**src/rtl/core/gwvd_pkg.sv**
```systemverilog
// Shared types, register codes and fixed-point constants of the Gerstner wave core.
// No dependencies; every other file of the core imports this package.
`default_nettype none

package gwvd_pkg;

    localparam int FIELD_W = 16;
    localparam int REG_W = 48;
    localparam int NUM_REGS = 5;
    localparam int IDX_W = 3;

    localparam int DEF_NUM_WAVES = 3;
    localparam int DEF_CORDIC_STAGES = 14;
    localparam int ATAN_LEN = 20;

    localparam logic [IDX_W-1:0] REG_AMP     = 3'd0;
    localparam logic [IDX_W-1:0] REG_OMEGA   = 3'd1;
    localparam logic [IDX_W-1:0] REG_WAVENUM = 3'd2;
    localparam logic [IDX_W-1:0] REG_PHASE   = 3'd3;
    localparam logic [IDX_W-1:0] REG_HORIZ   = 3'd4;

    localparam logic [REG_W-1:0] RST_AMP     = 48'd3298568438016;
    localparam logic [REG_W-1:0] RST_OMEGA   = 48'd5497625248512;
    localparam logic [REG_W-1:0] RST_WAVENUM = 48'd34540970343850;
    localparam logic [REG_W-1:0] RST_PHASE   = 48'd3517658759680;
    localparam logic [REG_W-1:0] RST_HORIZ   = 48'd420909481992;

    localparam int TWO_PI_Q20 = 6588397;
    localparam int PI_Q20 = 3294199;
    localparam int HALF_PI_Q20 = 1647099;
    localparam int CORDIC_X0 = 636751;
    localparam int FRAC = 20;

    localparam int THETA_W = 37;
    localparam int RED_STEPS = 13;
    localparam int ANG_W = 24;
    localparam int PROD_W = FIELD_W + 1 + ANG_W;
    localparam int SUM_W = PROD_W + 2;

    localparam int Q_DEPTH = 4;
    localparam int Q_PTR_W = 2;

    typedef struct packed {
        logic signed [FIELD_W-1:0] rest_x;
        logic [FIELD_W-1:0]        time_now;
    } t_in_item;

    typedef struct packed {
        logic signed [FIELD_W-1:0] displaced_x;
        logic signed [FIELD_W-1:0] surface_height;
    } t_out_item;

    typedef struct packed {
        logic full;
        logic nonempty;
    } t_q_status;

    function automatic logic [FIELD_W-1:0] field_of(input logic [REG_W-1:0] r,
                                                    input logic [1:0] w);
        logic [63:0] e;
        e = {16'd0, r};
        return e[{w, 4'b0000} +: FIELD_W];
    endfunction

    function automatic logic signed [ANG_W-1:0] atan_q20(input int i);
        logic signed [ANG_W-1:0] v;
        case (i)
            0: v = 24'sd823550;
            1: v = 24'sd486170;
            2: v = 24'sd256878;
            3: v = 24'sd130394;
            4: v = 24'sd65451;
            5: v = 24'sd32757;
            6: v = 24'sd16383;
            7: v = 24'sd8192;
            8: v = 24'sd4096;
            9: v = 24'sd2048;
            10: v = 24'sd1024;
            11: v = 24'sd512;
            12: v = 24'sd256;
            13: v = 24'sd128;
            14: v = 24'sd64;
            15: v = 24'sd32;
            16: v = 24'sd16;
            17: v = 24'sd8;
            18: v = 24'sd4;
            19: v = 24'sd2;
            default: v = 24'sd0;
        endcase
        return v;
    endfunction

endpackage

`default_nettype wire

```
**src/rtl/core/gwvd_queue.sv**
```systemverilog
// Short queue between the front end and the back end.
// Depends on gwvd_pkg.
`default_nettype none

module gwvd_queue
    import gwvd_pkg::*;
#(
    parameter int DATA_W = FIELD_W
) (
    input  wire logic              i_clk,
    input  wire logic              i_rst_n,
    input  wire logic              i_push,
    input  wire logic [DATA_W-1:0] i_push_data,
    input  wire logic              i_pop,
    output t_q_status              o_status,
    output logic [DATA_W-1:0]      o_pop_data
);

    logic [DATA_W-1:0]  r_mem [Q_DEPTH];
    logic [Q_PTR_W-1:0] r_wr, n_wr, r_rd, n_rd;
    logic [Q_PTR_W:0]   r_cnt, n_cnt;

    assign o_status.full     = (r_cnt == (Q_PTR_W+1)'(Q_DEPTH));
    assign o_status.nonempty = (r_cnt != '0);
    assign o_pop_data        = r_mem[r_rd];

    always_comb begin
        n_wr  = r_wr;
        n_rd  = r_rd;
        n_cnt = r_cnt;
        if (i_push) begin
            n_wr = r_wr + 1'b1;
        end
        if (i_pop) begin
            n_rd = r_rd + 1'b1;
        end
        if (i_push && !i_pop) begin
            n_cnt = r_cnt + 1'b1;
        end else if (!i_push && i_pop) begin
            n_cnt = r_cnt - 1'b1;
        end
    end

    always_ff @(posedge i_clk) begin
        if (!i_rst_n) begin
            r_wr  <= '0;
            r_rd  <= '0;
            r_cnt <= '0;
        end else begin
            r_wr  <= n_wr;
            r_rd  <= n_rd;
            r_cnt <= n_cnt;
        end
    end

    always_ff @(posedge i_clk) begin
        if (i_push) begin
            r_mem[r_wr] <= i_push_data;
        end
    end

endmodule

`default_nettype wire

```
**config.mk**
```make
export PLATFORM = sky130hd
export DESIGN_NAME = gwvd_queue
export DESIGN_NICKNAME = d
export VERILOG_FILES = /design/src/rtl/core/gwvd_pkg.sv /design/src/rtl/core/gwvd_queue.sv
export SDC_FILE = /design/constraint.sdc
export NUM_CORES = 1
export LEC_CHECK = 0
export BUFFER_PORTS_ARGS = -buffer_cell sky130_fd_sc_hd__buf_2
export CAP_MARGIN = 25
export CORE_MARGIN = 5
export CORE_UTILIZATION = 41
export CTS_BUF_LIST = sky130_fd_sc_hd__clkbuf_2 sky130_fd_sc_hd__clkbuf_4 sky130_fd_sc_hd__clkbuf_8
export DETAILED_ROUTE_END_ITERATION = 8
export GPL_TIMING_DRIVEN = 0
export SYNTH_ARGS = -nofsm -noshare
export SYNTH_HDL_FRONTEND = slang
export SYNTH_SLANG_ARGS = --single-unit
```
**constraint.sdc**
```tcl
create_clock -name i_clk -period 2.89 [get_ports i_clk]
set_input_delay 0.578 -clock i_clk [delete_from_list [all_inputs] [get_ports i_clk]]
set_output_delay 0.578 -clock i_clk [all_outputs]
set_load 0.005 [all_outputs]
```
# ---- After elaboration in Yosys (flattened, before gate mapping)
# Memories as Yosys holds them, arrays and structs flattened. A register that Yosys moved wholly into a read port is not among the register bits.
# Cells that the tools add are included.
dict set report word_totals {
  reg_bits 7
  inputBits 20
  wordCells 21
  memories 1
  out_inout_bits 18
  mem_bits_rw 64
}
# memory depth word_bits rd rd_clocked_by_memory_dff wr line
set mem_list {}
lappend mem_list {r_mem 4 16 1 1 1 gwvd_queue.sv:19} ;# logic [DATA_W-1:0] r_mem [Q_DEPTH];
dict set report classes {
  reduce_logical 6
  n_addsub 4
  n_mux 6
  eq_ne 1
}
# operator n
set op_table {}
lappend op_table {{$mux 3} 2}
lappend op_table {{$add 2x1->2 const B} 2}
lappend op_table {{$mux 2} 2}
lappend op_table {{$add 3x1->3 const B} 1}
lappend op_table {{$eq 3x3->1 const B} 1}
lappend op_table {{$reduce_bool 3->1} 1}
lappend op_table {{$sub 3x1->3 const B} 1}
lappend op_table {{$logic_and 1x1->1} 2}
lappend op_table {{$logic_not 1->1} 2}
lappend op_table {{$mux 1} 2}
lappend op_table {{$reduce_bool 2->1} 1}

# ---- Logic depth before layout (Yosys ltp)
# Gate-level depths: netlist of the first run.
dict set report logic_depth {
  ltp_word 4
  mapped_depth 7
  ltp_nobuf 7
}

# ---- Worst setup path before layout of the first run
# OpenSTA, ideal clock, no wires.
dict set report synth_path {
  kind {input -> register}
  startpoint {in i_pop}
  endpoint {reg r_cnt[2]}
  arrival_ns 1.779
  required_ns 2.814
  path_slack_ns 1.035
  path_buffers 0
  stages 7
  setup_time_ns 0.076
  cell_sequence {inv_1 -> ha_1 -> inv_1 -> fa_1 -> xor2_1 -> or3_1 -> a21boi_0}
}
dict set report synth_between {
  elab_chain_len 3
  elab_cells_between_ends 5
  cone_classes {mux: 1; reduce/logical: 4}
}
# element line
set synth_lines {}
lappend synth_lines {{from (decl)} gwvd_queue.sv:14} ;# input wire logic i_pop,
lappend synth_lines {{$logic_not 1->1} gwvd_queue.sv:37} ;# if (i_push && !i_pop) begin
lappend synth_lines {{$logic_and 1x1->1} gwvd_queue.sv:37}
lappend synth_lines {{$mux 3 / $reduce_bool 2->1 (equally long branches)} --}
lappend synth_lines {{to (signal assigned)} gwvd_queue.sv:52} ;# r_cnt <= n_cnt;
lappend synth_lines {{to (decl)} gwvd_queue.sv:21} ;# logic [Q_PTR_W:0] r_cnt, n_cnt;
# Several ways; a longest one is shown, not always the timed one.
# A chain may end at the register's enable or synchronous reset.

==> results of run 1 <==
==> metrics by stage <==
| step | cell area (µm²) | worst slack [ns] | total power [mW] | std cells | hold WS [ns] |
|---|---|---|---|---|---|
| 6_report | 3240 | 0.696 | 2.11 | 259 | 0.459 |
| 3_3_place_gp | 3080 | 0.864 | 1.47 | 244 | 0.478 |
| 4_1_cts | 3240 | 0.633 | 2.14 | 259 | 0.442 |
| 2_1_floorplan | 2790 | 1.04 | 1.39 | 127 | 0.467 |
| 5_1_grt | 3240 | 0.575 | 2.21 | 259 | 0.432 |
| 3_5_place_dp | 3080 | 0.781 | 1.49 | 244 | 0.510 |
==> critical path, stage by stage, from the launching register on <==
cell and delay [ns]:
dfxtp_1 0.32, buf_2 0.18, buf_2 0.29, mux4_2 0.35
buf_2 0.14
==> power by group <==
part	switching (mW)	total, mW	internal [mW]
sequential	0.0219	1.23	1.21
clock	0.327	0.646	0.320
combinational	0.109	0.231	0.122
==> final timing paths <==
path         cells past startpoint  slack, ns                     end
max                              4       0.70           o_pop_data[9]
max reg2reg                      3       1.24  r_mem[0][13]$_DFFE_PP_
min reg2reg                      2       0.53   r_cnt[2]$_SDFFE_PN0P_
min                              1       0.46   r_mem[1][2]$_DFFE_PP_
==> layer usage <==
metal / vias to the layer above / part of all wire (%)
met5: - / 0
met4: 0 / 1.6
li1: 601 / -
met3: 8 / 5.5
met1: 640 / 40
met2: 25 / 53
==> layout make-up <==
type | instances | area share (%)
buffer | 4 | 1.28
clock buffer | 11 | 4.29
clock inverter | 4 | 0.657
inverter | 4 | 0.464
multi-input combinational | 46 | 19.6
sequential | 73 | 64.9
tap | 80 | 3.09
timing repair buffer | 37 | 5.72
==> cell usage in the layout, fill, tap and decap left out, drive strengths merged <==
cell,instances
clkinv,3
clkinvlp,1
nor2b,2
dfxtp,9
clkbuf,11
mux2i,2
xnor2,2
and2,9
fa,1
o21ai,1
ha,5
inv,4
or3,2
edfxtp,64
nand2,1
mux4,16
nor3b,1
xor2,3
a21boi,1
buf,41
==> sequential cells by signal, summed over array words and instances (netlist names), named ones only <==
name,flops
r_mem,64
r_wr,2
r_rd,2
r_cnt,3
==> cells by family (layout without fill, tap and decap cells) <==
kind of cell / count (synthesis) / in the layout / share of synthesized area, %
buffers and inverters: 8 / 60 / 2.02
muxes: 18 / 18 / 14.4
DFF: 73 / 73 / 75.3
adders and majority gates: 6 / 6 / 2.96
AOI/OAI and AO/OA: 2 / 2 / 0.448
xor gates and xnor gates: 5 / 5 / 1.57
and+or+nand+nor: 15 / 15 / 3.32
==> results.md, run 1 <==
- CTS Hold Buffers Added: 0
- Max-slew headroom: 43.3%
- PortBufs: 37
- Critical path endpoint category: output pin
- Synth Register Bits: 73
- Synth warn: 0
- Area Overhead vs Synth: 15.9%
- CP Launch Type: flip-flop
- Final ANT Viol Nets: 0
- Grt met2 use: 19.8%
- Cells after Synth: ~130
- Total CTS buffers: 9
- Worst Tran Pin Value: about 0.85 ns
- Count leader, synth: edfxtp_1
- DR WL/cell: 17.0 µm
- Post-route DRC: 0
- Max Fclk: around 0.46 GHz
- Total GRT Usage: between 10% and 20%
- Grt ovf: 0
- I/O pins: 38
- Proportion of layout cells with a drive suffix above 1: a little over a third
- DIE WIDTH: approximately 93 µm
- GRT met3 Usage: under 10%
- Pins Over Slew Limit: 0
- CP Data Arrival Time: between 1.5 and 2 ns
- Setup_tns: 0 ns
- Crit path max fanout: 10
- Initial Util: between 40% and 50%
- Num rows: 30
- First-pass detailed-route iteration total: 4
- Syn_nets: ~150
- TritonCTS clock tree: done
- Placeable Area: about 0.0067 mm²
- Post-Syn Area: 0.00279 mm²
- Via count: between 1k and 1.5k
- Top cell type's share of synthesized area: 68.8%
- MaxCap Viol Count: 0
- Synth area leaders: edfxtp_1 69%, mux4_2 8.1%, dfxtp_1 6.5%
- Vias in the first global route: 1417
- Setup violators final: 0
- # diodes: 0
- RSZ-0062 raised after global routing: false
- Postcts setup bufs: 0
- Minimum clock period: 2.19 ns
- Drt initial violations: 57
- Hold path startpoint: i_push_data[2]
- Data required time at the worst endpoint: approximately 2.3 ns
- Pin count of the biggest net entering global routing: 17
- Global Route met1 Usage: between 10% and 20%
- Period utilization: roughly three quarters
- Die area: between 0.008 and 0.009 mm²
- Fill cells: between 500 and 600
- Clock transition at path regs: 0.07 ns
- Area of the multi-input gates: ~630 µm²
- Post-route clock skew: between 0.005 and 0.006 ns
- Final Util: between 40% and 50%
- Final hold viol count: 0
- Initial antenna violation count: 0
- Post-CTS sizing: 0
- Clock sinks: 73
- Synth cell count leaders: 64 x edfxtp_1, 10 x mux4_2, 9 x and2_1, 9 x dfxtp_1, 6 x mux4_1
- Leakage: 1.16 nW
- Number of flops mapped to enable cells by yosys: between 60 and 70
- Register area: around 0.0021 mm²
- # nets final: about 200
- Register area share after synthesis: roughly three quarters
- Wire length of the first global-routing pass: around 7200 µm
- Most used routing layer: met2
- Clk_lat worst skew: 0.33 ns
- Worst VDD drop: roughly 0.00029 V
- Area leader, netlist: edfxtp_1
- CTS root buffer: clkbuf_8
- Die Y-Extent: ~90 µm
- H-tree depth: 3
- Mapped Avg Cell Area: roughly 22 µm²
- Drt via density: between 4 and 5
- PD cells: approximately 650 mW/mm²
- RePlAce Congestion: ~0.71
- Critical path class: flip-flop to output pin
- Ys flop type: edfxtp_1
- CTS max path bufs: 2
- Total length of routed wires: 4390 µm
- Asr flop ratio synth: 0%
- Worst hold-check path type: primary input to flip-flop
- Cell variety after synth: 20
- Worst flop-to-flop path startpoint: r_wr[0]$_SDFFE_PN0P_
- Dpl hpwl: about 3000 µm
- Outcome: finished, final reports clean
Power figures use the tool's default switching activity.
==> inputs of run 2 (changes only) <==
ABC_AREA = 1   (was unset)
clock period = 1.8 ns   (was 2.89 ns; I/O delays follow)
==> run 2 against run 1 <==
Net effect: global-route usage increased by 2.3 points; design area increased by 4.4%; wire length increased by 21%; total power increased by 79%; synthesized cell count increased by 68%; via count increased by 35%; clock skew increased by 0.0054 ns; non-clock buffer count increased by 4; largest cell class unchanged; highest routed layer unchanged.
==> results.md, run 2 <==
- Outcome: finished, final reports clean
- Synth warn: 0
- Period utilization: 93.4%
- Wire length of the first global-routing pass: ~8800 µm
- Die area: roughly 0.0086 mm²
- Initial antenna violation count: 0
- Synth Register Bits: 73
- Ys flop type: edfxtp_1
- Critical path endpoint category: output pin
- Critical path class: flip-flop to output pin
- Dpl hpwl: around 3500 µm
- Register area share after synthesis: 75.1%
- Area Overhead vs Synth: 20.7%
- Worst hold endpoint: r_mem[1][15]$_DFFE_PP_
- Grt ovf: 0
- # nets final: 287
- Setup_tns: 0 ns
- Synth cell count leaders: 64 x edfxtp_1, 38 x nor2_1, 28 x o21ai_1
- Drt via density: 4.97
- Clock transition at path regs: around 0.070 ns
- Critical path cell sequence: buf_4, o21ai_1, o22ai_2, buf_2
- Synth area leaders: edfxtp_1 69%, dfxtp_1 6.4%, nor2_1 5.1%
- I/O pins: 38
- Hold Crit Depth: 1
- DR WL/cell: ~15 µm
- Pwr Total: 3.76 mW
- PortBufs: 37
- Number of flip-flops in the largest register: 64
- R2R cell count: 4
- R2r setup slk: 0.26 ns
- FF-to-FF End: r_mem[0][0]$_DFFE_PP_
- H-tree depth: 3
- PD cells: 1110 mW/mm²
- Leakage: roughly 1.3 nW
- Number of flops mapped to enable cells by yosys: 64
- Worst hold-check path type: primary input to flip-flop
- Num rows: 30
- Vias in the first global route: ~1.7k
- Worst flop-to-flop path startpoint: r_wr[0]$_SDFFE_PN0P_
- Post-route DRC: 0
- Crit path max fanout: 10
- Worst stage delay on the critical path: 0.40 ns
- Total GRT Usage: 13.7%
- Die Y-Extent: around 93 µm
- MaxCap Viol Count: 0
- TritonCTS clock tree: done
- Register area: approximately 0.0021 mm²
- Drt initial violations: 79
- CTS max path bufs: 2
- Pre-CTS WS: between 0.2 and 0.25 ns
- # diodes: 0
- Placeable Area: ~0.0067 mm²
- CTS Hold Buffers Added: 0
- CP Launch Type: flip-flop
- Count leader, synth: edfxtp_1
- Regs by FF count: r_mem (64), r_cnt (3)
- Max Fclk: 0.595 GHz
- CTS root buffer: clkbuf_8
- Fill cells: 571
- Syn_nets: approximately 240
- Worst VDD drop: roughly 0.00044 V
- Setup violators final: 0
- CP Data Arrival Time: roughly 1.3 ns
- Commonest cells after routing, fill and taps aside: 64 x edfxtp_1, 38 x nor2_1, 37 x buf_2, 28 x o21ai_1, 15 x inv_1
- Top cell type's share of synthesized area: approximately two thirds
- RSZ-0062 raised after global routing: false
- Post-Syn Area: about 0.0028 mm²
- Via count: 1718
- Total length of routed wires: around 5300 µm
- Postcts setup bufs: 0
- Pin count of the biggest net entering global routing: 17
- Final hold viol count: 0
- Hold path startpoint: i_push_data[15]
- Total CTS buffers: 9
- Area leader, netlist: edfxtp_1
- Final WS setup: about 0.12 ns
- First-pass detailed-route iteration total: 4
- Most common cell after layout, fill and taps aside: edfxtp_1
- Minimum clock period: 1.68 ns
- DIE WIDTH: between 90 and 100 µm
- Proportion of layout cells with a drive suffix above 1: roughly 25%
- Worst Tran Pin Value: roughly 0.74 ns
- Pins Over Slew Limit: 0
- Post-route clock skew: about 0.011 ns
- Cell variety after synth: 17
- Max-slew headroom: about half
- Initial Util: between 40% and 50%
- Final ANT Viol Nets: 0
- Clk_lat worst skew: about 0.34 ns
- Area of the multi-input gates: between 600 and 700 µm²
- RePlAce Congestion: roughly 0.68
- Mapped Avg Cell Area: around 13 µm²
- Data required time at the worst endpoint: 1.44 ns
- Most flops, register: r_mem
- Clock sinks: 73
- Max stage delay cell, worst path: dfxtp_4
- Asr flop ratio synth: 0%
- Cells after Synth: 213
## run 2: cell count changes after synthesis, moves of 3 or more
| cell | change |
|---|---|
| nor2_1 | +38 |
| o21ai_1 | +28 |
| o22ai_1 | +16 |
| inv_1 | +11 |
| mux4_2 | -10 |
| and2_1 | -9 |
| nand2_1 | +9 |
| o21ai_0 | +9 |
| mux4_1 | -6 |
| a21oi_1 | +4 |
| buf_2 | +4 |
| xor2_1 | -3 |
## run 2: stage by stage
stage                     area (µm²)  instances  hold slack, ns  util, %
after detailed placement        3090        330           0.438     45.9
after global routing            3380        346           0.222     50.3
after floorplan                 2800        213           0.412        -
final                           3380        346           0.236     50.3
after CTS                       3340        346           0.219     49.6
after global placement          3090        330           0.426     45.9
## run 2: kinds of logic (layout without fill, tap and decap cells)
logic type      after synthesis  in the layout  share of synthesized area (%)
flops                        73             73                           75.1
compound gates               58             58                           11.1
simple gates                 51             51                           7.02
buf+inv                      25             78                           3.89
fa+ha+maj                     6              6                           2.95
## run 2: final cells by class
cell class	count	area share [%]
clock inverters	3	1.93
well taps	80	2.96
clock buffers	13	4.92
plain buffers	8	2.44
flip-flops and latches	73	62.4
multi-input cells	115	17.8
repair buffers	37	5.48
inverters	17	2.04
## run 2: per-layer routing
layer | wire length, µm | track usage [%] | share of wire (%) | up-vias
met5 | 0 | 0 | 0 | -
met4 | 82 | 5.49 | 1.5 | 0
met3 | 345 | 4.87 | 6.5 | 8
met2 | 2500 | 21.9 | 47 | 38
met1 | 2400 | 16.9 | 45 | 808
li1 | - | - | - | 864
## run 2: timing repair
action,CTS,global route
gates resized for setup,8,13
pin swaps,0,1
endpoints found under the setup margin,12,8
## run 2: worst max-delay path by stage
stage | to | slack, ns | cells after the start
finish | o_pop_data[8] | 0.12 | 4
global route | o_pop_data[8] | 0.006 | 4
CTS | o_pop_data[8] | 0.005 | 4
detailed placement | o_pop_data[8] | 0.20 | 5
global placement | r_mem[0][10]$_DFFE_PP_ | 0.22 | 4
floorplan | r_cnt[2]$_SDFFE_PN0P_ | 0.44 | 10
## run 2: critical path, delay by kind of cell (launching register included)
kind	cells	cell delay, ns
DFF	1	0.40
buffers and inverters	2	0.33
AOI/OAI and AO/OA	2	0.25
## run 2: power by group
part           leakage, nW  total, mW  switching, mW  internal [mW]
combinational        0.510      0.360          0.214          0.147
sequential           0.664       1.96         0.0327           1.92
clock                0.120       1.45          0.560          0.886
==> inputs of run 3 (changes only) <==
BUFFER_PORTS_ARGS = unset   (was -buffer_cell sky130_fd_sc_hd__buf_2)
DONT_BUFFER_PORTS = 1   (was unset)
==> run 3 against run 2 <==
Net effect: sequential power barely moved; design area fell by 6.1%; clock power rose by 3%; critical endpoint is now o_pop_data[4].
==> results.md, run 3 (same netlist as run 2, synthesis figures left out) <==
- Sw Ratio: a little over a fifth
- RePlAce Congestion: between 0.7 and 0.8
- Most flops, register: r_mem
- Minimum clock period: approximately 1.7 ns
- Period utilization: 93.8%
- Data required time at the worst endpoint: between 1 and 1.5 ns
- Worst Setup EP: o_pop_data[4]
- Initial antenna violation count: 0
- # diodes: 0
- Dpl hpwl: roughly 3400 µm
- TritonCTS clock tree: done
- Die area: 0.00858 mm²
- Combinational power share: 7.3%
- I/O pins: 38
- Worst VDD drop: 0.000457 V
- Setup_tns: 0 ns
- Max Fclk: 0.592 GHz
- Proportion of layout cells with a drive suffix above 1: 12.7%
- CP Launch Type: flip-flop
- Critical path class: flip-flop to output pin
- DIE WIDTH: between 90 and 100 µm
- Final ANT Viol Nets: 0
- Clk_lat worst skew: approximately 0.34 ns
- Total GRT Usage: 13.8%
- Crit path max fanout: 10
- Max-slew headroom: 50.2%
- Area of the multi-input gates: about 610 µm²
- RSZ-0062 raised after global routing: false
- Num rows: 30
- DR WL/cell: around 17 µm
- Pins Over Slew Limit: 0
- R2r setup slk: roughly 0.25 ns
- Leakage: 1.14 nW
- Clock power share: 40.3%
- Fill cells: 580
- CTS root buffer: clkbuf_8
- Pin count of the biggest net entering global routing: 17
- Wire length of the first global-routing pass: ~8800 µm
- Seq pwr share: 52.4%
- Worst hold-check path type: primary input to flip-flop
- Drt initial violations: between 90 and 100
- Net switching power: between 0.7 and 0.8 mW
- Post-route clock skew: 0.00567 ns
- Final hold viol count: 0
- Vias in the first global route: 1700
- Drt via density: about 5.2
- Clock transition at path regs: 0.08 ns
- CP Data Arrival Time: 1.33 ns
- Worst flop-to-flop path startpoint: r_wr[0]$_SDFFE_PN0P_
- Commonest cells after routing, fill and taps aside: 64 x edfxtp_1, 38 x nor2_1, 28 x o21ai_1, 15 x inv_1, 13 x o22ai_1
- Post-route DRC: 0
- Total length of routed wires: 5400 µm
- Initial Util: roughly two fifths
- MaxCap Viol Count: 0
- Register area: ~0.0021 mm²
- Worst Tran Pin Value: between 0.7 and 0.8 ns
- FF-to-FF End: r_mem[0][7]$_DFFE_PP_
- Area Overhead vs Synth: 13.4%
- Placeable Area: between 0.006 and 0.007 mm²
- R2R cell count: 4
- # nets final: 250
- Outcome: finished, final reports clean
- Pint: 2.94 mW
- Critical path endpoint category: output pin
- First-pass detailed-route iteration total: 4
- Setup violators final: 0
- Number of flip-flops in the largest register: 64
- Grt ovf: 0
- Postcts setup bufs: 0
- Smallest hold slack: ~0.11 ns
- CTS max path bufs: 2
- Clock sinks: 73
- PD cells: around 1200 mW/mm²
- PortBufs: 0
- Total CTS buffers: 9
- Via count: between 1.5k and 2k
- Final Util: a little under half
- H-tree depth: 3
- Die Y-Extent: 92.6 µm
- Most common cell after layout, fill and taps aside: edfxtp_1
- Regs by FF count: r_mem (64), r_cnt (3)
## run 3: cell count changes in the layout (fill, tap and decap cells not counted), sizes merged
cell    previous run  this run
clkinv             1         3
buf               45         6
bufinv             2         3
clkbuf            13        12
## run 3: metrics by stage
step / std cells / worst slack, ns / power (mW) / area, µm²
after floorplan: 213 / 0.439 / 2.18 / 2800
after global placement: 293 / 0.224 / 2.26 / 2900
after detailed placement: 293 / 0.194 / 2.26 / 2900
after CTS: 309 / 0.0132 / 3.76 / 3150
after global routing: 309 / 0.0250 / 3.88 / 3170
final: 309 / 0.112 / 3.73 / 3170
## run 3: final cells by class
| class | count | share of cell area, % |
|---|---|---|
| clock buffer | 10 | 4.14 |
| inverter | 17 | 2.01 |
| clock inverter | 6 | 3.35 |
| buffer | 8 | 1.89 |
| tap | 80 | 3.15 |
| sequential | 73 | 66.3 |
| multi-input combinational | 115 | 19.2 |
## run 3: how the worst min path moves through the flow
| stage | start | endpoint | cells after the start |
|---|---|---|---|
| after floorplan | r_rd[1]$_SDFFE_PN0P_ | flip-flop | 1 |
| after global routing | i_push_data[3] | r_mem[1][3]$_DFFE_PP_ | 0 |
| after global placement | r_rd[1]$_SDFFE_PN0P_ | flip-flop | 1 |
| final | i_push_data[5] | r_mem[0][5]$_DFFE_PP_ | 0 |
| after CTS | i_push_data[1] | r_mem[3][1]$_DFFE_PP_ | 0 |
| after detailed placement | r_rd[1]$_SDFFE_PN0P_ | r_rd[1]$_SDFFE_PN0P_ | 1 |
## run 3: worst max-delay path, stage by stage, from the launching register on
cell,delay (ns)
dfxtp_2,0.37
inv_2,0.13
buf_4,0.20
o21ai_1,0.08
o22ai_1,0.22
## run 3: power groups by stage
stage | sequential (mW) | clock, mW | combinational (mW)
3_3_place_gp | 1.99 | 0 | 0.263
5_1_grt | 1.96 | 1.60 | 0.318
2_1_floorplan | 1.99 | 0 | 0.195
6_report | 1.96 | 1.50 | 0.271
4_1_cts | 1.96 | 1.53 | 0.272
3_5_place_dp | 1.99 | 0 | 0.268
## run 3: routing by layer
layer	track usage [%]	routed length, µm	up-vias
met4	5.49	60	0
met3	5.44	350	6
met5	0	0	-
met1	16.7	2380	783
li1	-	-	788
met2	22.3	2610	36
## run 3: repair_timing
| action | in CTS | in global routing |
|---|---|---|
| hold endpoints to repair | 0 | 0 |
| endpoints found under the setup margin | 7 | 10 |
| gates resized for setup | 4 | 8 |
| hold buffers | 0 | 0 |
